==> config.mk <==
export PLATFORM = sky130hd
export DESIGN_NAME = gbfl_lerp
export DESIGN_NICKNAME = d
export VERILOG_FILES = /design/src/sv/gbfl_pkg.sv /design/src/sv/gbfl_lerp.sv
export SDC_FILE = /design/constraint.sdc
export NUM_CORES = 2
export LEC_CHECK = 0
export BUFFER_PORTS_ARGS = -buffer_cell sky130_fd_sc_hd__buf_2
export CAP_MARGIN = 20
export CELL_PAD_IN_SITES_DETAIL_PLACEMENT = 0
export CELL_PAD_IN_SITES_GLOBAL_PLACEMENT = 2
export CORE_MARGIN = 3
export CORE_UTILIZATION = 44
export DETAILED_ROUTE_END_ITERATION = 8
export MAX_ROUTING_LAYER = met4
export PLACE_DENSITY_LB_ADDON = 0.25
export SYNTH_ARGS = -nofsm -noshare
export SYNTH_HDL_FRONTEND = slang
export SYNTH_SLANG_ARGS = --single-unit
==> constraint.sdc <==
create_clock -name clock -period 8.7 [get_ports clock]
set_clock_uncertainty 0.2 [all_clocks]
set_input_delay 1.74 -clock clock [delete_from_list [all_inputs] [get_ports clock]]
set_output_delay 1.74 -clock clock [all_outputs]
set_load 0.02 [all_outputs]
==> src/sv/gbfl_pkg.sv <==
`timescale 1ns / 1ps
`default_nettype none
// ----------------------------------------------------------------------------
// gbfl_pkg
// Shared constants, types and helpers of the bilinear field grid lookup.
// ----------------------------------------------------------------------------
package gbfl_pkg;

   // grid geometry in degrees
   localparam int STEP_DEG    = 10;
   localparam int LAT_MIN_DEG = -90;
   localparam int LAT_MAX_DEG = 90;
   localparam int LON_MIN_DEG = -180;
   localparam int LON_MAX_DEG = 180;

   localparam longint UNITS_PER_DEG = 64'sd10000000;
   localparam longint STEP_U = longint'(STEP_DEG) * UNITS_PER_DEG;
   localparam longint LAT_LO = longint'(LAT_MIN_DEG) * UNITS_PER_DEG;
   localparam longint LAT_HI = longint'(LAT_MAX_DEG) * UNITS_PER_DEG;
   localparam longint LON_LO = longint'(LON_MIN_DEG) * UNITS_PER_DEG;
   localparam longint LON_HI = longint'(LON_MAX_DEG) * UNITS_PER_DEG;

   localparam int GRID_ROWS = (LAT_MAX_DEG - LAT_MIN_DEG) / STEP_DEG + 1;
   localparam int GRID_COLS = (LON_MAX_DEG - LON_MIN_DEG) / STEP_DEG + 1;
   localparam int GRID_SIZE = GRID_ROWS * GRID_COLS;
   localparam int ROW_LAST  = (GRID_ROWS >= 2) ? GRID_ROWS - 2 : 0;
   localparam int COL_LAST  = (GRID_COLS >= 2) ? GRID_COLS - 2 : 0;

   // field widths
   localparam int ROW_W  = 5;
   localparam int COL_W  = 6;
   localparam int VAL_W  = 32;
   localparam int LAT_W  = 31;
   localparam int LON_W  = 32;
   localparam int ADDR_W = $clog2(GRID_SIZE);

   // datapath widths of the coordinate locator
   localparam int CRD_W    = 33;
   localparam int D_W      = 32;
   localparam int S_W      = 30;
   localparam int Q_W      = 9;
   localparam int OFF_W    = 30;
   localparam int RECIP_SH = 48;
   localparam int RECIP_W  = 25;
   localparam int FE_SH    = 32;
   localparam int FE_W     = 18;
   localparam int FRAC_W   = 17;
   localparam longint RECIP = (64'sd1 <<< RECIP_SH) / STEP_U;
   localparam logic [FRAC_W-1:0] FRAC_ONE = FRAC_W'(65536);

   // item codes
   localparam logic ACT_WRITE = 1'b0;
   localparam logic ACT_QUERY = 1'b1;
   localparam logic [1:0] SEL_INTENSITY   = 2'd0;
   localparam logic [1:0] SEL_DECLINATION = 2'd1;
   localparam logic [1:0] SEL_INCLINATION = 2'd2;

   localparam int NUM_GRIDS = 3;

   typedef struct packed {
      logic              we;
      logic [ADDR_W-1:0] addr;
      logic [VAL_W-1:0]  data;
   } grid_wr_type;

   typedef struct packed {
      logic [VAL_W-1:0] intensity;
      logic [VAL_W-1:0] declination;
      logic [VAL_W-1:0] inclination;
      logic             in_range;
   } rsp_type;

   function automatic logic [ADDR_W-1:0] grid_addr(input logic [ROW_W-1:0] row,
                                                   input logic [COL_W-1:0] col);
      grid_addr = ADDR_W'(ADDR_W'(row) * ADDR_W'(GRID_COLS)) + ADDR_W'(col);
   endfunction

endpackage
`default_nettype wire

==> src/sv/gbfl_lerp.sv <==
`timescale 1ns / 1ps
`default_nettype none
// ----------------------------------------------------------------------------
// gbfl_lerp
// Six-stage bilinear interpolation: along longitude on both edges, then
// along latitude, products floored by arithmetic shift.
// ----------------------------------------------------------------------------
module gbfl_lerp import gbfl_pkg::*; (
   input  logic                      clock,
   input  logic                      en,
   input  logic [3:0][VAL_W-1:0]     corner,
   input  logic [FRAC_W-1:0]         fx,
   input  logic [FRAC_W-1:0]         fy,
   output logic [VAL_W-1:0]          result
);

   localparam int DIF_W = VAL_W + 1;
   localparam int PRD_W = FRAC_W + 1 + DIF_W;
   localparam int SHR_W = PRD_W - 16;

   logic signed [PRD_W-1:0] ps_in, pn_in, p2_in;
   logic signed [SHR_W-1:0] south_in, north_in, res_in;

   logic signed [VAL_W-1:0] sw8_ff, nw8_ff, sw9_ff, nw9_ff;
   logic signed [DIF_W-1:0] ds8_ff, dn8_ff;
   logic [FRAC_W-1:0]       fx8_ff;
   logic [FRAC_W-1:0]       fy8_ff, fy9_ff, fy10_ff, fy11_ff;
   logic signed [SHR_W-1:0] ps9_ff, pn9_ff, p12_ff;
   logic signed [DIF_W-1:0] s10_ff, n10_ff, s11_ff, d11_ff, s12_ff;
   logic [VAL_W-1:0]        res13_ff;

   always_comb begin
      ps_in    = $signed({1'b0, fx8_ff}) * ds8_ff;
      pn_in    = $signed({1'b0, fx8_ff}) * dn8_ff;
      south_in = SHR_W'(sw9_ff) + ps9_ff;
      north_in = SHR_W'(nw9_ff) + pn9_ff;
      p2_in    = $signed({1'b0, fy11_ff}) * d11_ff;
      res_in   = SHR_W'(s12_ff) + p12_ff;
   end

   always_ff @(posedge clock) begin
      if (en) begin
         sw8_ff   <= $signed(corner[0]);
         nw8_ff   <= $signed(corner[2]);
         ds8_ff   <= DIF_W'($signed(corner[1])) - DIF_W'($signed(corner[0]));
         dn8_ff   <= DIF_W'($signed(corner[3])) - DIF_W'($signed(corner[2]));
         fx8_ff   <= fx;
         fy8_ff   <= fy;
         ps9_ff   <= SHR_W'(ps_in >>> 16);
         pn9_ff   <= SHR_W'(pn_in >>> 16);
         sw9_ff   <= sw8_ff;
         nw9_ff   <= nw8_ff;
         fy9_ff   <= fy8_ff;
         // edge values stay between their corners
         s10_ff   <= DIF_W'(south_in);
         n10_ff   <= DIF_W'(north_in);
         fy10_ff  <= fy9_ff;
         s11_ff   <= s10_ff;
         d11_ff   <= n10_ff - s10_ff;
         fy11_ff  <= fy10_ff;
         p12_ff   <= SHR_W'(p2_in >>> 16);
         s12_ff   <= s11_ff;
         res13_ff <= VAL_W'(res_in);
      end
   end

   assign result = res13_ff;

endmodule
`default_nettype wire

==> metrics.log <==
[metrics] count of yosys warnings during synthesis: 0
[metrics] total congestion overflow: 0
[metrics] fill cell count: 17.7k
[metrics] required time at the endpoint of the critical path: 8.93 ns
[metrics] RSZ-0062 raised after global routing: false
[metrics] htree depth: 3
[metrics] Final Instance Area: 89,300 µm²
[metrics] post-cts gate resize count: 0
[metrics] fraction of registers with async set or reset after synthesis: 0
[metrics] DIE HEIGHT: 439 µm
[metrics] WS Path Type: flop to flop
[metrics] Post-CTS Hold Fix Bufs: 0
[metrics] count of different cell masters after synthesis: 81
[metrics] Yosys reg bits: 572
[metrics] Max-Slew Margin vs Limit: 0.160
[metrics] layout cell share with drive strength beyond 1: 0.0555
[metrics] pre-CTS setup slack: 0.887 ns
[metrics] placement-stage cell area: 86,600 µm²
[metrics] initial antenna violation count: 8
[metrics] Fmax: 127 MHz
[metrics] nets in the synthesized netlist: 10.5k
[metrics] Reg2Reg Setup Slack: 0.83 ns
[metrics] Buffers on Ports: 195
[metrics] most frequent cell after synthesis: sky130_fd_sc_hd__inv_1
[metrics] worst hold path cell count: 0
[metrics] area of the die: 193,000 µm²
[metrics] vias per inst: 5.04
[metrics] count of flip-flops with a built-in enable after synthesis: 572
[metrics] vias in the first global route: 59.8k
[metrics] final hold violation count: 0
[metrics] Hold Path Sink: nw9_ff[19]$_DFFE_PP_
[metrics] Hold Path Origin: nw8_ff[19]$_DFFE_PP_
[metrics] via count: 54.8k
[metrics] most repeated library cell on the critical path: sky130_fd_sc_hd__fa_1
[metrics] ratio of final minimum period to clock period: 0.905
[metrics] Final TNS setup: 0 ns
[metrics] maximum buffer depth of the clock tree: 3
[metrics] WL/cell: 20.6 µm
[metrics] largest net degree at the start of global routing: 159
[metrics] worst flop-to-flop path startpoint: fx8_ff[6]$_DFFE_PP_
[metrics] series of cell instances along the critical path: buf_4 > and2_1 > fa_1 > inv_1 > fa_1 > fa_1 > fa_1 > inv_1 > fa_1 > inv_1 > fa_1 > inv_1 > ha_1 > nand3_1 > nand2_1 > a211oi_1 > o41ai_2 > a21oi_1 > a221oi_1 > o311a_1 > o21a_1 > nor2_1 > xnor2_1
[metrics] Chip Width: 439 µm
[metrics] number of buffers added for setup after CTS: 0
[metrics] iteration-0 DRC count of the detailed router: 3,084
[metrics] cts bufs inserted: 75
[metrics] Worst-path clk slew: 0.06 ns
[metrics] Post-synth top flop: sky130_fd_sc_hd__edfxtp_1
[metrics] post-detailed-route DRC marker count: 0
[metrics] final setup fails: 0
[metrics] min-delay worst type: flop to flop
[metrics] number of placement rows: 158
[metrics] combined global-route utilization of all metal layers: 0.248
[metrics] count of maximum capacitance violations: 0
[metrics] effective utilization at floorplan: 0.444
[metrics] cells taking the most area after synthesis: sky130_fd_sc_hd__fa_1 (38%), sky130_fd_sc_hd__edfxtp_1 (21%), sky130_fd_sc_hd__inv_1 (9.3%)
[metrics] area of the core region: 186,000 µm²
[metrics] number of nets in the final layout: 10.6k
[metrics] TritonCTS clock tree: yes
[metrics] latest clock arrival within the worst-skew pair: 0.72 ns
[metrics] arrival time at the worst endpoint: 8.10 ns
[metrics] total iterations of the first detailed-routing run: 5
[metrics] Critical path origin: fx8_ff[6]$_DFFE_PP_
[metrics] kind of launch point of the worst setup path: flop
[metrics] Synth top cells by count: sky130_fd_sc_hd__inv_1 (2,036), sky130_fd_sc_hd__fa_1 (1,564), sky130_fd_sc_hd__and2_1 (959)
[metrics] worst reg2reg path endpoint: pn9_ff[10]$_DFFE_PP_
[metrics] result of the run: complete, no violations
[metrics] type of element capturing the critical path: flop
[metrics] count of clock tree sinks: 572
[metrics] Final WS setup: 0.830 ns
[metrics] area fraction of the dominant cell type after synthesis: 0.379
[metrics] placer congestion estimate: 0.869
[metrics] longest individual stage delay on the worst path: 0.99 ns
[metrics] boundary pin count: 196
[metrics] Max stage delay cell, worst path: sky130_fd_sc_hd__o41ai_2
[metrics] Total Routed Length: 224 mm
[metrics] pins over their slew limit: 0
[metrics] cell count of the worst reg-to-reg path: 23
[metrics] crit path time final: 7.87 ns
[metrics] HPWL after detailed placement: 180 mm
[metrics] synthesis-to-finish area growth: 8.13%
[metrics] average cell area after synthesis: 10.0 µm²
[metrics] cell taking the most area after synthesis: sky130_fd_sc_hd__fa_1
[metrics] Least-Margin Pin Slew: 1.26 ns
[metrics] biggest fanout along the worst timing path: 14
[metrics] combined area of all synthesized cells: 82,600 µm²
[metrics] remaining antenna violation count after routing: 0
[metrics] root buf cell: sky130_fd_sc_hd__clkbuf_16
[metrics] synthesized instance count: 8,225
[metrics] register area share after synthesis: 0.208
[metrics] wire length of the first global-routing pass: 354 mm
[routing by layer]
metal  GRT usage  share of wire  vias up
li1            -              -    25100
met1       0.309           0.42    28400
met2       0.426           0.51     1009
met3      0.0257          0.037      290
met4      0.0737          0.034        0
met5           -              0        -
[per-stage QoR]
stage / std cells / util / hold WS [ns]
2_1_floorplan: 8225 / - / 0.200
3_3_place_gp: 10700 / 0.465 / 0.201
3_5_place_dp: 10700 / 0.465 / 0.205
4_1_cts: 10900 / 0.480 / 0.192
5_1_grt: 10900 / 0.480 / 0.197
6_report: 10900 / 0.480 / 0.193
[registers in the layout, indices dropped and copies added (netlist names)]
name / flops
nw9_ff: 32
result: 32
s11_ff: 32
pn9_ff: 33
fy11_ff: 17
n10_ff: 33
s12_ff: 32
fy10_ff: 17
nw8_ff: 32
fy9_ff: 17
fx8_ff: 17
sw8_ff: 32
d11_ff: 33
s10_ff: 33
ps9_ff: 33
sw9_ff: 32
fy8_ff: 17
ds8_ff: 33
p12_ff: 32
dn8_ff: 33
[layout make-up]
class	instances	area, µm²	area share
Clock inverter	57	800	0.00895
Sequential cell	572	17200	0.192
Antenna cell	4	10.0	0.000112
Tap cell	2480	3100	0.0347
Inverter	2036	7640	0.0855
Multi-Input combinational cell	5339	56700	0.635
Clock buffer	83	1910	0.0213
Timing Repair Buffer	304	1940	0.0218
[layout by cell type, fill, tap and decap left out, drive strengths merged, types with 83 or more instances in the layout]
cell type  instances
ha               525
buf              304
a21oi            214
nor2             160
edfxtp           572
nand2            825
a21o             125
inv             2049
xnor2            223
fa              1564
clkbuf            83
o21ai            122
and2             960
[worst max-delay path by stage]
stage	to	slack [ns]
floorplan	pn9_ff[32]$_DFFE_PP_	1.87
global placement	p12_ff[25]$_DFFE_PP_	1.01
detailed placement	pn9_ff[10]$_DFFE_PP_	0.89
CTS	pn9_ff[10]$_DFFE_PP_	0.87
global route	ps9_ff[31]$_DFFE_PP_	0.53
finish	pn9_ff[10]$_DFFE_PP_	0.83
[worst max-delay path, delay by kind of cell (launching register included)]
family | cells | cell delay [ns]
compound gates | 6 | 2.45
buf+inv | 5 | 0.51
simple gates | 4 | 0.38
xor+xnor | 1 | 0.13
fa+ha+maj | 7 | 3.31
flops | 1 | 0.60
[cells by family after synthesis]
logic type      after synthesis  synth area share
compound gates              721            0.0585
xor+xnor                    289            0.0306
fa+ha+maj                  2089             0.459
buf+inv                    2314             0.105
flops                       572             0.208
mux                           4          0.000485
simple gates               2236             0.139
Power is not shown: default switching activity piles up to over one toggle a cycle in this logic, so the estimate is an artifact.
