--- src/sv/gbfl_pkg.sv ---
`timescale 1ns / 1ps
`default_nettype none
// ----------------------------------------------------------------------------
// gbfl_pkg
// Shared constants, types and helpers of the bilinear field grid lookup.
// ----------------------------------------------------------------------------
package gbfl_pkg;

   // grid geometry in degrees
   localparam int STEP_DEG    = 10;
   localparam int LAT_MIN_DEG = -90;
   localparam int LAT_MAX_DEG = 90;
   localparam int LON_MIN_DEG = -180;
   localparam int LON_MAX_DEG = 180;

   localparam longint UNITS_PER_DEG = 64'sd10000000;
   localparam longint STEP_U = longint'(STEP_DEG) * UNITS_PER_DEG;
   localparam longint LAT_LO = longint'(LAT_MIN_DEG) * UNITS_PER_DEG;
   localparam longint LAT_HI = longint'(LAT_MAX_DEG) * UNITS_PER_DEG;
   localparam longint LON_LO = longint'(LON_MIN_DEG) * UNITS_PER_DEG;
   localparam longint LON_HI = longint'(LON_MAX_DEG) * UNITS_PER_DEG;

   localparam int GRID_ROWS = (LAT_MAX_DEG - LAT_MIN_DEG) / STEP_DEG + 1;
   localparam int GRID_COLS = (LON_MAX_DEG - LON_MIN_DEG) / STEP_DEG + 1;
   localparam int GRID_SIZE = GRID_ROWS * GRID_COLS;
   localparam int ROW_LAST  = (GRID_ROWS >= 2) ? GRID_ROWS - 2 : 0;
   localparam int COL_LAST  = (GRID_COLS >= 2) ? GRID_COLS - 2 : 0;

   // field widths
   localparam int ROW_W  = 5;
   localparam int COL_W  = 6;
   localparam int VAL_W  = 32;
   localparam int LAT_W  = 31;
   localparam int LON_W  = 32;
   localparam int ADDR_W = $clog2(GRID_SIZE);

   // datapath widths of the coordinate locator
   localparam int CRD_W    = 33;
   localparam int D_W      = 32;
   localparam int S_W      = 30;
   localparam int Q_W      = 9;
   localparam int OFF_W    = 30;
   localparam int RECIP_SH = 48;
   localparam int RECIP_W  = 25;
   localparam int FE_SH    = 32;
   localparam int FE_W     = 18;
   localparam int FRAC_W   = 17;
   localparam longint RECIP = (64'sd1 <<< RECIP_SH) / STEP_U;
   localparam logic [FRAC_W-1:0] FRAC_ONE = FRAC_W'(65536);

   // item codes
   localparam logic ACT_WRITE = 1'b0;
   localparam logic ACT_QUERY = 1'b1;
   localparam logic [1:0] SEL_INTENSITY   = 2'd0;
   localparam logic [1:0] SEL_DECLINATION = 2'd1;
   localparam logic [1:0] SEL_INCLINATION = 2'd2;

   localparam int NUM_GRIDS = 3;

   typedef struct packed {
      logic              we;
      logic [ADDR_W-1:0] addr;
      logic [VAL_W-1:0]  data;
   } grid_wr_type;

   typedef struct packed {
      logic [VAL_W-1:0] intensity;
      logic [VAL_W-1:0] declination;
      logic [VAL_W-1:0] inclination;
      logic             in_range;
   } rsp_type;

   function automatic logic [ADDR_W-1:0] grid_addr(input logic [ROW_W-1:0] row,
                                                   input logic [COL_W-1:0] col);
      grid_addr = ADDR_W'(ADDR_W'(row) * ADDR_W'(GRID_COLS)) + ADDR_W'(col);
   endfunction

endpackage
`default_nettype wire

--- src/sv/gbfl_locate.sv ---
`timescale 1ns / 1ps
`default_nettype none
// ----------------------------------------------------------------------------
// gbfl_locate
// Seven-stage coordinate locator: clamp, cell index by reciprocal multiply
// with one correction, top-cell clamp, Q1.16 fraction with saturation.
// ----------------------------------------------------------------------------
module gbfl_locate import gbfl_pkg::*; #(
   parameter longint LO     = LAT_LO,
   parameter longint HI     = LAT_HI,
   parameter int     LAST   = ROW_LAST,
   parameter int     CELL_W = ROW_W
) (
   input  logic                     clock,
   input  logic                     en,
   input  logic signed [CRD_W-1:0]  coord,
   output logic [CELL_W-1:0]        cell_idx,
   output logic [FRAC_W-1:0]        frac,
   output logic                     hit
);

   localparam int QS_W = Q_W + S_W;
   localparam int R_W  = FE_W + S_W;
   localparam logic signed [CRD_W-1:0] LO_C = CRD_W'(LO);
   localparam logic signed [CRD_W-1:0] HI_C = CRD_W'(HI);
   localparam logic [S_W-1:0]     STEP_C   = S_W'(STEP_U);
   localparam logic [OFF_W-1:0]   STEP_O   = OFF_W'(STEP_U);
   localparam logic [R_W-1:0]     STEP_R   = R_W'(STEP_U);
   localparam logic [RECIP_W-1:0] RECIP_C  = RECIP_W'(RECIP);
   localparam logic [Q_W-1:0]     LAST_Q   = Q_W'(LAST);
   localparam logic [D_W-1:0]     LAST_OFF = D_W'(longint'(LAST) * STEP_U);

   logic signed [CRD_W-1:0] clamp_in;
   logic [CRD_W-1:0]        dist_in;
   logic [D_W+RECIP_W-1:0]  quot_in;
   logic [QS_W-1:0]         rem_in;
   logic                    corr_in;
   logic [Q_W-1:0]          qc_in;
   logic [OFF_W-1:0]        offc_in;
   logic [CELL_W-1:0]       cell_in;
   logic [OFF_W-1:0]        off_in;
   logic [OFF_W+RECIP_W-1:0] fe_in;
   logic [R_W-1:0]          fres_in;

   logic [6:0]        hit_ff;
   logic [D_W-1:0]    d1_ff, d2_ff, d3_ff;
   logic [Q_W-1:0]    q2_ff, q3_ff;
   logic [OFF_W-1:0]  rem3_ff, off4_ff, off5_ff;
   logic [CELL_W-1:0] cell4_ff;
   logic [FE_W-1:0]   fe5_ff, fe6_ff;
   logic              sat5_ff, sat6_ff;
   logic [R_W-1:0]    r6_ff;
   logic [FRAC_W-1:0] frac7_ff;

   always_comb begin
      priority if (coord < LO_C) begin
         clamp_in = LO_C;
      end else if (coord > HI_C) begin
         clamp_in = HI_C;
      end else begin
         clamp_in = coord;
      end
      dist_in = clamp_in - LO_C;
      quot_in = d1_ff * RECIP_C;
      rem_in  = QS_W'(d2_ff) - QS_W'(q2_ff) * QS_W'(STEP_C);
      // quotient estimate is at most one low
      corr_in = rem3_ff >= STEP_O;
      qc_in   = q3_ff + Q_W'(corr_in);
      offc_in = corr_in ? rem3_ff - STEP_O : rem3_ff;
      if (qc_in > LAST_Q) begin
         cell_in = CELL_W'(LAST_Q);
         off_in  = OFF_W'(d3_ff - LAST_OFF);
      end else begin
         cell_in = CELL_W'(qc_in);
         off_in  = offc_in;
      end
      fe_in   = off4_ff * RECIP_C;
      fres_in = R_W'({off5_ff, 16'd0}) - R_W'(fe5_ff) * R_W'(STEP_C);
   end

   always_ff @(posedge clock) begin
      if (en) begin
         hit_ff   <= {hit_ff[5:0], (coord <= LO_C) || (coord >= HI_C)};
         d1_ff    <= dist_in[D_W-1:0];
         d2_ff    <= d1_ff;
         q2_ff    <= quot_in[RECIP_SH +: Q_W];
         d3_ff    <= d2_ff;
         q3_ff    <= q2_ff;
         rem3_ff  <= rem_in[OFF_W-1:0];
         cell4_ff <= cell_in;
         off4_ff  <= off_in;
         fe5_ff   <= fe_in[FE_SH +: FE_W];
         sat5_ff  <= off4_ff >= STEP_O;
         off5_ff  <= off4_ff;
         fe6_ff   <= fe5_ff;
         sat6_ff  <= sat5_ff;
         r6_ff    <= fres_in;
         frac7_ff <= sat6_ff ? FRAC_ONE
                             : FRAC_W'(fe6_ff) + FRAC_W'(r6_ff >= STEP_R);
      end
   end

   assign cell_idx = cell4_ff;
   assign frac     = frac7_ff;
   assign hit      = hit_ff[6];

endmodule
`default_nettype wire

--- config.mk ---
export PLATFORM = sky130hd
export DESIGN_NAME = gbfl_locate
export DESIGN_NICKNAME = d
export VERILOG_FILES = /design/src/sv/gbfl_pkg.sv /design/src/sv/gbfl_locate.sv
export SDC_FILE = /design/constraint.sdc
export NUM_CORES = 2
export LEC_CHECK = 0
export BUFFER_PORTS_ARGS = -buffer_cell sky130_fd_sc_hd__buf_2
export CORE_ASPECT_RATIO = 0.9
export CORE_UTILIZATION = 45
export CTS_CLUSTER_DIAMETER = 80
export DETAILED_ROUTE_END_ITERATION = 8
export PLACE_DENSITY_LB_ADDON = 0.05
export SLEW_MARGIN = 20
export SYNTH_ARGS = -nofsm -noshare
export SYNTH_HDL_FRONTEND = slang
export SYNTH_SLANG_ARGS = --single-unit
--- constraint.sdc ---
create_clock -name clock -period 12.7 [get_ports clock]
set_clock_uncertainty 0.15 [all_clocks]
set_input_delay 2.54 -clock clock [delete_from_list [all_inputs] [get_ports clock]]
set_output_delay 2.54 -clock clock [all_outputs]
set_load 0.005 [all_outputs]
==> flow_summary.json <==
{
  "status": "finished clean",
  "clk_latency_ns": 0.59,
  "synth_cell_types": 86,
  "crit_top_cell": "fa_1",
  "period_minus_slack_ns": 8.05,
  "synth-compound-area-share_pct": 6.67,
  "min-delay-start": "hit_ff[3]",
  "critPathSlowestCell": "fa_1",
  "seq_area_frac_synth_pct": 19.1,
  "top_layer": "met4",
  "syn_to_final_growth_pct": 7.01,
  "max_stage_delay_ns": 0.71,
  "clkTransAtPathRegs_ns": 0.06,
  "cts_root_buf": "clkbuf_16",
  "antenna_found_initial": 1,
  "cts_hold_buf": 0,
  "die_area_sq_um": 103000,
  "grt_pass1_vias": 30400,
  "synth_top_family_by_area": "adder cells",
  "synth_top_area_share_pct": 32.6,
  "drv_slew": 0,
  "htreeDepth": 2,
  "multi_input_area_sq_um": 32300,
  "rrSetupSlack_ns": 4.65,
  "r2r-end": "r6_ff[44]",
  "coreArea_sq_um": 100000,
  "synthArstFlopShare_pct": 0,
  "regArea_sq_um": 8710,
  "synth_seq_cells": 290,
  "maxCapViolCount": 0,
  "setup_tns_ns": 0,
  "finalCritPeriodShare_pct": 63.4,
  "r2r_start": "fe5_ff[4]",
  "yosysMostFrequentCell": "inv_1",
  "relSlewSlack_pct": 26.7,
  "path_class": "reg -> reg",
  "cts_tree": "done",
  "synthAdderAreaFrac_pct": 54.4,
  "dr.pass1.iters": 5,
  "io_buffers": 57,
  "synth-edff-count": 290,
  "ios": 58,
  "dpl_cell_area_sq_um": 47800,
  "yosys-top-cells-area": "fa_1, ha_1, edfxtp_1",
  "viasPerCell": 4.94,
  "synthesis.nets": 5838,
  "synth_top_area_cell": "fa_1",
  "grt_max_degree": 107,
  "layout.nets": 5928,
  "syn_area_per_cell_sq_um": 10.7,
  "max_freq_mhz": 124,
  "critPathLaunchType": "flop",
  "dp_hpwl_um": 89900,
  "cts_resized": 0,
  "worstPathArrival_ns": 8.23,
  "num_vias": 28300,
  "n_antenna_cell": 0,
  "n_fill_cell": 9396,
  "wl_per_cell_um": 18.6,
  "grt_pass1_wl_um": 172000,
  "wl_met2_um": 49600,
  "grt.total_usage_pct": 22.0,
  "finalInstanceArea_sq_um": 48900,
  "synthTopCellsByCount": "inv_1, ha_1, fa_1",
  "antenna_left": 0,
  "drt-met1-wl_um": 51300,
  "drt_iter0_drc": 1304,
  "numCtsBuffers": 38,
  "synth_mux_area_share_pct": 0.200,
  "synth_cells": 4262,
  "dr_wl_met3_um": 3800,
  "layout.cells.non_filler": 5720,
  "initial_core_util_pct": 45.6,
  "finalWirelength_um": 106000,
  "gr-total-overflow": 0,
  "dp.cells": 5656,
  "synth_simple_gate_area_share_pct": 5.69,
  "cp_max_fo": 8,
  "syn_area_sq_um": 45700,
  "cts_buffer_depth": 3,
  "startpoint": "fe5_ff[4]",
  "reg2reg_depth": 28,
  "hold_path.class": "reg -> reg",
  "hold_violations": 0,
  "num_rows": 110,
  "cts_setup_buffers": 0,
  "die_y_um": 304,
  "required_ns": 12.88,
  "drive_gt1_share_pct": 3.70,
  "synthFlopType": "edfxtp_1",
  "end_kind": "flop",
  "synth_xor_area_share_pct": 3.54,
  "tightest_slew_ns": 1.10,
  "whs_ns": 0.267,
  "holdPathStages": 0,
  "finalSetupViolations": 0,
  "rsz0062_at_grt": "no",
  "cts_sinks": 290,
  "yosysWarnings": 0,
  "place_congestion": 0.862,
  "die_w_um": 338,
  "hold_end": "hit_ff[4]",
  "drc": 0
}
-- state kept, by name, indices dropped and copies added (netlist names), 7 cells and up --
| name | cells |
|---|---|
| off4_ff | 30 |
| r6_ff | 38 |
| hit_ff | 7 |
| fe5_ff | 18 |
| off5_ff | 30 |
| d2_ff | 30 |
| rem3_ff | 22 |
| d1_ff | 32 |
| frac | 17 |
| d3_ff | 30 |
| fe6_ff | 17 |
-- layout make-up --
class | count | share of cell area (%)
clock buffer | 45 | 2.00
clock inverter | 19 | 0.376
inverter | 1227 | 9.42
multi-input combinational | 2710 | 65.9
sequential | 290 | 17.8
tap | 1344 | 3.44
timing repair buffer | 85 | 1.03
-- cell usage in the layout, fill, tap and decap left out, types with 8 or more instances in the layout --
cell type and instances:
buf_4 28, inv_1 1227, o211ai_1 16, nand4_1 22
a21oi_1 141, a31oi_1 20, nor4_1 21, buf_2 56
clkbuf_16 38, nor3_1 37, xor2_1 76, o31ai_1 14
nand2b_1 21, a21o_1 63, nor2b_1 19, xnor2_1 109
nand2_1 98, o21a_1 18, edfxtp_1 290, fa_1 745
mux2i_1 8, nor2_1 130, a211oi_1 12, or2_2 8
o21ai_0 74, or3_1 13, nand3_1 56, ha_1 796
and3_1 30, o21bai_1 13, and2_1 10, o21ai_1 14
-- routing by layer --
layer / GRT usage (%) / vias to the layer above
li1: - / 13800
met1: 31.9 / 14000
met2: 35.4 / 389
met3: 2.89 / 80
met4: 3.85 / 0
met5: 0 / -
-- how the worst max path moves through the flow --
stage / end / slack, ns / cells after the start
6_report: r6_ff[44] / 4.65 / 28
5_1_grt: r6_ff[44] / 4.19 / 27
4_1_cts: r6_ff[44] / 4.58 / 28
3_5_place_dp: r6_ff[44] / 4.63 / 28
3_3_place_gp: r6_ff[44] / 4.65 / 26
2_1_floorplan: r6_ff[44] / 5.12 / 27
-- worst max-delay path, delay by kind of cell, from the launching register on --
kind,cells,cell delay [ns]
adders and majority gates,8,3.90
xor gates and xnor gates,2,0.21
AOI/OAI and AO/OA,11,2.24
DFF,1,0.56
and+or+nand+nor,3,0.47
buffers and inverters,4,0.23
-- through the flow --
stage                     util (%)  setup slack, ns
after floorplan                  -             5.12
after global placement        47.6             4.65
after detailed placement      47.6             4.63
after CTS                     48.8             4.58
after global routing          48.8             4.19
final                         48.8             4.65
-- cell families (layout without fill, tap and decap cells) --
| logic type | count (synthesis) | count (layout) |
|---|---|---|
| AND/OR/NAND/NOR | 508 | 508 |
| XOR/XNOR | 185 | 185 |
| adder cells (fa/ha/maj) | 1541 | 1541 |
| flip-flops | 290 | 290 |
| multiplexers | 9 | 9 |
| AO/OA/AOI/OAI | 466 | 466 |
| other | 1 | 1 |
| buffers and inverters | 1262 | 1376 |
Power is not shown: default switching activity piles up to over one toggle a cycle in this logic, so the estimate is an artifact.
