File: config.mk
export PLATFORM = sky130hd
export DESIGN_NAME = gbfl_skid
export DESIGN_NICKNAME = d
export VERILOG_FILES = /design/src/sv/gbfl_pkg.sv /design/src/sv/gbfl_skid.sv
export SDC_FILE = /design/constraint.sdc
export NUM_CORES = 1
export LEC_CHECK = 0
export BUFFER_PORTS_ARGS = -buffer_cell sky130_fd_sc_hd__buf_2
export CAP_MARGIN = 10
export CORE_MARGIN = 3
export CORE_UTILIZATION = 56
export CTS_CLUSTER_SIZE = 8
export DETAILED_ROUTE_END_ITERATION = 8
export HOLD_SLACK_MARGIN = 0.12
export PLACE_DENSITY = 0.85
export SYNTH_ARGS = -nofsm -noshare
export SYNTH_HDL_FRONTEND = slang
export SYNTH_SLANG_ARGS = --single-unit
File: constraint.sdc
create_clock -name clock -period 29.3 [get_ports clock]
set_input_delay 1.465 -clock clock [delete_from_list [all_inputs] [get_ports clock]]
set_output_delay 1.465 -clock clock [all_outputs]
set_load 0.05 [all_outputs]
File: src/sv/gbfl_pkg.sv
`timescale 1ns / 1ps
`default_nettype none
// ----------------------------------------------------------------------------
// gbfl_pkg
// Shared constants, types and helpers of the bilinear field grid lookup.
// ----------------------------------------------------------------------------
package gbfl_pkg;

   // grid geometry in degrees
   localparam int STEP_DEG    = 10;
   localparam int LAT_MIN_DEG = -90;
   localparam int LAT_MAX_DEG = 90;
   localparam int LON_MIN_DEG = -180;
   localparam int LON_MAX_DEG = 180;

   localparam longint UNITS_PER_DEG = 64'sd10000000;
   localparam longint STEP_U = longint'(STEP_DEG) * UNITS_PER_DEG;
   localparam longint LAT_LO = longint'(LAT_MIN_DEG) * UNITS_PER_DEG;
   localparam longint LAT_HI = longint'(LAT_MAX_DEG) * UNITS_PER_DEG;
   localparam longint LON_LO = longint'(LON_MIN_DEG) * UNITS_PER_DEG;
   localparam longint LON_HI = longint'(LON_MAX_DEG) * UNITS_PER_DEG;

   localparam int GRID_ROWS = (LAT_MAX_DEG - LAT_MIN_DEG) / STEP_DEG + 1;
   localparam int GRID_COLS = (LON_MAX_DEG - LON_MIN_DEG) / STEP_DEG + 1;
   localparam int GRID_SIZE = GRID_ROWS * GRID_COLS;
   localparam int ROW_LAST  = (GRID_ROWS >= 2) ? GRID_ROWS - 2 : 0;
   localparam int COL_LAST  = (GRID_COLS >= 2) ? GRID_COLS - 2 : 0;

   // field widths
   localparam int ROW_W  = 5;
   localparam int COL_W  = 6;
   localparam int VAL_W  = 32;
   localparam int LAT_W  = 31;
   localparam int LON_W  = 32;
   localparam int ADDR_W = $clog2(GRID_SIZE);

   // datapath widths of the coordinate locator
   localparam int CRD_W    = 33;
   localparam int D_W      = 32;
   localparam int S_W      = 30;
   localparam int Q_W      = 9;
   localparam int OFF_W    = 30;
   localparam int RECIP_SH = 48;
   localparam int RECIP_W  = 25;
   localparam int FE_SH    = 32;
   localparam int FE_W     = 18;
   localparam int FRAC_W   = 17;
   localparam longint RECIP = (64'sd1 <<< RECIP_SH) / STEP_U;
   localparam logic [FRAC_W-1:0] FRAC_ONE = FRAC_W'(65536);

   // item codes
   localparam logic ACT_WRITE = 1'b0;
   localparam logic ACT_QUERY = 1'b1;
   localparam logic [1:0] SEL_INTENSITY   = 2'd0;
   localparam logic [1:0] SEL_DECLINATION = 2'd1;
   localparam logic [1:0] SEL_INCLINATION = 2'd2;

   localparam int NUM_GRIDS = 3;

   typedef struct packed {
      logic              we;
      logic [ADDR_W-1:0] addr;
      logic [VAL_W-1:0]  data;
   } grid_wr_type;

   typedef struct packed {
      logic [VAL_W-1:0] intensity;
      logic [VAL_W-1:0] declination;
      logic [VAL_W-1:0] inclination;
      logic             in_range;
   } rsp_type;

   function automatic logic [ADDR_W-1:0] grid_addr(input logic [ROW_W-1:0] row,
                                                   input logic [COL_W-1:0] col);
      grid_addr = ADDR_W'(ADDR_W'(row) * ADDR_W'(GRID_COLS)) + ADDR_W'(col);
   endfunction

endpackage
`default_nettype wire

File: src/sv/gbfl_skid.sv
`timescale 1ns / 1ps
`default_nettype none
// ----------------------------------------------------------------------------
// gbfl_skid
// Result output register with a skid word, so the pipeline keeps moving
// while one result waits.
// ----------------------------------------------------------------------------
module gbfl_skid import gbfl_pkg::*; (
   input  logic    clock,
   input  logic    reset,
   input  logic    in_valid,
   output logic    in_ready,
   input  rsp_type in_word,
   output logic    out_valid,
   input  logic    out_ready,
   output rsp_type out_word
);

   logic    out_vld_ff, skid_vld_ff;
   rsp_type out_ff, skid_ff;

   assign in_ready = !skid_vld_ff;

   always_ff @(posedge clock) begin
      if (reset) begin
         out_vld_ff  <= 1'b0;
         skid_vld_ff <= 1'b0;
      end else if (!out_vld_ff || out_ready) begin
         if (skid_vld_ff) begin
            out_vld_ff  <= 1'b1;
            skid_vld_ff <= 1'b0;
         end else begin
            out_vld_ff  <= in_valid;
         end
      end else if (in_valid && in_ready) begin
         skid_vld_ff <= 1'b1;
      end
   end

   always_ff @(posedge clock) begin
      if (!out_vld_ff || out_ready) begin
         out_ff <= skid_vld_ff ? skid_ff : in_word;
      end else if (in_valid && in_ready) begin
         skid_ff <= in_word;
      end
   end

   assign out_valid = out_vld_ff;
   assign out_word  = out_ff;

   a_skid_behind_out: assert property (@(posedge clock) disable iff (reset)
      skid_vld_ff |-> out_vld_ff)
      else $error("skid word held with empty output register");

   a_skid_fill: assert property (@(posedge clock) disable iff (reset)
      $rose(skid_vld_ff) |-> $past(in_valid && out_vld_ff && !out_ready))
      else $error("skid filled without a stalled output");

   a_skid_drain: assert property (@(posedge clock) disable iff (reset)
      $fell(skid_vld_ff) |-> $past(out_ready))
      else $error("skid drained without output taken");

endmodule
`default_nettype wire

==> results of run 1 <==
## cell usage in the layout, fill, tap and decap left out, types with 2 or more instances in the layout
cell,instances
edfxtp_1,194
clkinv_2,2
mux2_2,97
buf_2,199
clkinv_4,4
clkbuf_8,4
clkbuf_16,17
clkinvlp_4,2
buf_4,4
## critical path: cells and delay by family
family	cells	cell delay, ns
AND/OR/NAND/NOR	2	0.70
buffers and inverters	3	1.26
## state kept, by name, indices dropped and copies added, names as in the netlist
| signal | cells |
|---|---|
| out_valid | 1 |
| out_word | 97 |
| skid_ff | 97 |
| skid_vld_ff | 1 |
## synth_stat cells, drive strengths merged
cell type	n	area share [%]
a21oi	1	0.070
inv	1	0.053
dfxtp	2	0.56
edfxtp	194	82
nor2	1	0.053
buf	1	0.16
clkbuf	10	1.9
nor3b	1	0.11
nand2b	1	0.088
mux2	97	15
nor3	1	0.070
## through the flow
step           util [%]  total power [mW]  cells
5_1_grt            72.3             0.645    702
3_3_place_gp       67.5             0.404    670
3_5_place_dp       67.5             0.406    670
4_1_cts            72.3             0.629    702
6_report           72.3             0.624    702
2_1_floorplan         -             0.386    310
## worst paths after layout
kind / start / to / slack, ns
setup reg to reg: skid_vld_ff / skid_ff[92] / 26.51
hold / removal: skid_ff[84] / out_word[84] / 0.54
setup / recovery: out_ready / skid_ff[92] / 25.86
hold reg to reg: skid_ff[84] / out_word[84] / 0.54
## where the power goes
group,leakage [nW],internal (mW),switching [mW]
clock,0.283,0.127,0.0972
combinational,1.16,0.0186,0.0529
sequential,1.90,0.324,0.00409
total,3.35,0.470,0.154
## per-layer routing
metal / track usage (%) / vias to the layer above / wire [µm]
met2: 29.4 / 172 / 6370
met5: 0 / - / 0
li1: - / 1660 / -
met4: 8.62 / 0 / 332
met3: 6.89 / 29 / 1080
met1: 25.5 / 1812 / 5520
## area by class of cell
type | instances | area, µm²
clock buffer | 22 | 484
clock inverter | 10 | 98.8
fill | 750 | 3390
inverter | 1 | 3.75
multi-input combinational | 102 | 1130
sequential | 196 | 5870
tap | 168 | 210
timing repair buffer | 203 | 1030
## cell families after synthesis
| kind of cell | count (synthesis) |
|---|---|
| AO/OA/AOI/OAI | 1 |
| multiplexers | 97 |
| flip-flops | 196 |
| buffers and inverters | 12 |
| AND/OR/NAND/NOR | 4 |
==> results.toml, run 1 <==
[global_route]
grt_overflow = 0
grt_use_total_pct = 19.4
grt_pass1_wl_um = 20600
first_global_vias = 3837
grt_antenna_before_repair = 0
grt_max_degree = 86

[timing]
slew_violations = 0
fin_worst_skew_ns = 0.00902
fmax_mhz = 291
final_hold_viol_count = 0
fin_tns_setup_ns = 0
max_slew_margin_pct = 27.2
worst_slew_pin_slew_ns = 1.09
setup_violations = 0
fin_crit_ns = 3.44
timing.hold.ws_ns = 0.537
fin_crit_sh_pct = 11.7
rsz0062_at_grt = "no"
final.setup.worst_slack_ns = 25.86

[route]
drtPass1Iterations = 4
postRouteAntennaNets = 0
drcViolationCount = 0
dr_total_vias = 3673
vias_per_cell = 5.23
routedWlPerCell_um = 18.9
drtIter0Drc = 332
wl_um = 13300

[setup_path]
startpoint_type = "input port"
path_common_cell = "buf_4"
crit_path_cell_trace = "buf_2 > nand2b_4 > nor3b_2 > buf_4 > buf_4"
crit_path_end_kind = "register"
critical_path_arrival_ns = 3.49
crit_path_max_incr_delay_ns = 0.67
critical_path_peak_fanout = 56
crit_type = "in -> reg"
cp_data_required_time_ns = 29.35
slowest_stage = "buf_4"
worstRegToRegCells = 4

[synth]
netlist-cell-type-count = 11
synth_mux_area_share_pct = 15.3
synth_adder_area_share_pct = 0
netlist_area_um2 = 7140
synth_compound_area_share_pct = 0.0701
synthSimpleGateAreaFrac_pct = 0.316
seq_area_frac_synth_pct = 82.2
synth_xor_area_share_pct = 0
syn_nets = 411
syn_inst = 310
synth_top_family_by_area = "multiplexers"
synth-seq-cells = 196
synth-warning-count = 0
synth_area_per_cell_um2 = 23.0

[clock_network]
hold_buffers = 0
post_cts_resized = 0
clk_latency_ns = 0.43
post_cts_buffers = 0
cts_sinks = 196
cts_tree = "done"
cts_buffers = 17
path_clk_slew_ns = 0.07
cts_buffer_depth = 2
ctsRootBufferMaster = "clkbuf_16"
h-tree-depth = 4

[floorplanning]
initial_core_util_pct = 58.5
core_area_um2 = 12200
die_area_um2 = 14100
core.rowCount = 40
ioPinCount = 200
die_y_um = 119
die_w_um = 119

[placement]
dpl.hpwl_um = 8810
dpl_cell_area_um2 = 8240
place_congestion = 0.773
io_buffers = 199
place_ws_ns = 25.40

[power_and_ir_drop]
peakVddDrop_v = 0.0000577
p_per_area_nw_per_um2 = 70.7
p_leak_nw = 3.35

[min_path]
hold_depth = 1
min_path_type = "reg -> reg"

[final_layout]
design_area_um2 = 8820
syn_to_final_growth_pct = 23.6
drive_above_1_share_pct = 62.5
fin_nets = 622
antenna_cells = 0

[run]
drv_cap = 0

[status]
status = "finished, final reports clean"
Note: power is estimated with default switching activity, not from simulation.
==> run 2, diff against run 1 <==
CORE_UTILIZATION = 47   (was 56)
PLACE_DENSITY = 0.76   (was 0.85)
clock period = 2.8 ns   (was 29.3 ns; I/O delays follow)
==> run 2 against run 1 <==
  * Sequential share of layout area shrank 7.2 points
  * Clock-buffer cell count shrank 5
  * Highest routed layer unchanged
  * Critical path type is now reg -> reg
  * First-iteration DRC count shrank 34%
  * Final cell count grew 16%
==> results.toml, run 2 (synthesized netlist as in run 1, its figures left out) <==
[clock_network]
cts_sinks = 196
h-tree-depth = 4
hold_buffers = 100
post_cts_buffers = 0
clk_latency_ns = 0.42
cts_buffer_depth = 2
cts_buffers = 17
ctsRootBufferMaster = "clkbuf_16"
path_clk_slew_ns = 0.07
post_cts_resized = 0
cts_tree = "done"

[min_path]
min_path_type = "in -> reg"

[power_and_ir_drop]
power_frac_comb_pct = 12.7
p_per_area_nw_per_um2 = 680
seq_power_share_pct = 50.9
p_leak_nw = 3.78
p_int_mw = 5.09
p_switching_mw = 1.65
clock_power_share_pct = 36.3
peakVddDrop_v = 0.000384
switching_share_pct = 24.4

[final_layout]
syn_to_final_growth_pct = 38.7
antenna_cells = 0
mostFrequentLayoutCell = "buf_2"
drive_above_1_share_pct = 52.6
multiInputGateArea_um2 = 1140
fillers = 963
ff_latch_area_um2 = 5870
fin_nets = 721
final_cell_mix = "buf_2, edfxtp_1, dlygate4sd3_1"

[timing]
fin_crit_sh_pct = 73.6
fin_crit_ns = 2.06
rsz0062_at_grt = "no"
final_hold_viol_count = 0
worst_slew_pin_slew_ns = 0.584
final.setup.worst_slack_ns = 0.740
fin_tns_setup_ns = 0
fmax_mhz = 485
slew_violations = 0
setup_violations = 0
fin_worst_skew_ns = 0.00783
max_slew_margin_pct = 61.1

[route]
drtIter0Drc = 219
drcViolationCount = 0
vias_per_cell = 4.90
dr_total_vias = 4000
routedWlPerCell_um = 17.3
wl_um = 14100
drtPass1Iterations = 4
postRouteAntennaNets = 0

[floorplanning]
die_area_um2 = 16700
core.rowCount = 44
core_area_um2 = 14700
die_y_um = 129
die_w_um = 129
initial_core_util_pct = 48.6
ioPinCount = 200

[placement]
place_ws_ns = 0.998
dpl.hpwl_um = 8120
place_congestion = 0.700
io_buffers = 199

[setup_path]
crit_type = "reg -> reg"
reg2reg_slack_ns = 0.74
startpoint_type = "register"
critical_path_peak_fanout = 60
critical_path_arrival_ns = 2.41
cp_data_required_time_ns = 3.15
crit_path_end_kind = "register"

[global_route]
grt_overflow = 0
first_global_vias = 4293
grt_use_total_pct = 17.5
grt_pass1_wl_um = 22200
grt_antenna_before_repair = 0
grt_max_degree = 100

[status]
status = "finished, final reports clean"

[run]
drv_cap = 0
-- run 2: changes by cell type in the layout (fill, tap and decap cells not counted), sizes merged --
| cell | delta |
|---|---|
| buf | -1 |
| inv | +4 |
| clkinv | -1 |
| bufinv | +2 |
| clkbuf | -5 |
| dlygate4sd3 | +100 |
-- run 2: final cells by class --
type / instances / area share [%]
Sequential cell: 196 / 59.3
Timing Repair Buffer: 302 / 20.8
Multi-Input combinational cell: 102 / 11.5
Clock buffer: 17 / 4.30
Tap cell: 184 / 2.32
Clock inverter: 15 / 1.77
Inverter: 1 / 0.0379
-- run 2: routing by layer --
layer	vias to the layer above	part of all wire, %	global-route usage, %
li1	1869	-	-
met1	1944	39	20.9
met2	156	51	29.5
met3	31	7.1	5.52
met4	0	2.5	7.35
met5	-	0	0
-- run 2: path summary, 6_finish.rpt --
check / start / end / depth (start not counted)
worst min register to register: skid_ff[14] / out_word[14] / 1
worst max-delay path: skid_vld_ff / out_valid / 4
worst min-delay path: reset / skid_vld_ff / 3
worst max register to register: skid_vld_ff / out_valid / 4
-- run 2: metrics by stage --
| stage | power, mW | utilization, % | instance area [µm²] | hold WS, ns | std cells |
|---|---|---|---|---|---|
| floorplan | 4.02 | - | 7160 | 0.199 | 310 |
| global placement | 4.23 | 56.5 | 8300 | 0.318 | 685 |
| detailed placement | 4.25 | 56.5 | 8300 | 0.332 | 685 |
| CTS | 6.81 | 67.4 | 9900 | 0.420 | 817 |
| global route | 6.99 | 67.4 | 9900 | 0.422 | 817 |
| finish | 6.74 | 67.4 | 9900 | 0.436 | 817 |
-- run 2: power by group through the flow --
stage,Combinational (mW),Sequential (mW),Clock (mW)
6_report,0.859,3.43,2.45
3_3_place_gp,0.737,3.49,0
2_1_floorplan,0.132,3.89,0
4_1_cts,0.860,3.43,2.51
3_5_place_dp,0.750,3.50,0
5_1_grt,0.906,3.44,2.64
-- run 2: critical path, cell delays in order, from the launching register on --
cell	delay (ns)
dfxtp_4	0.72
buf_12	0.37
nor2_1	0.11
a21oi_1	0.17
dlygate4sd3_1	0.56
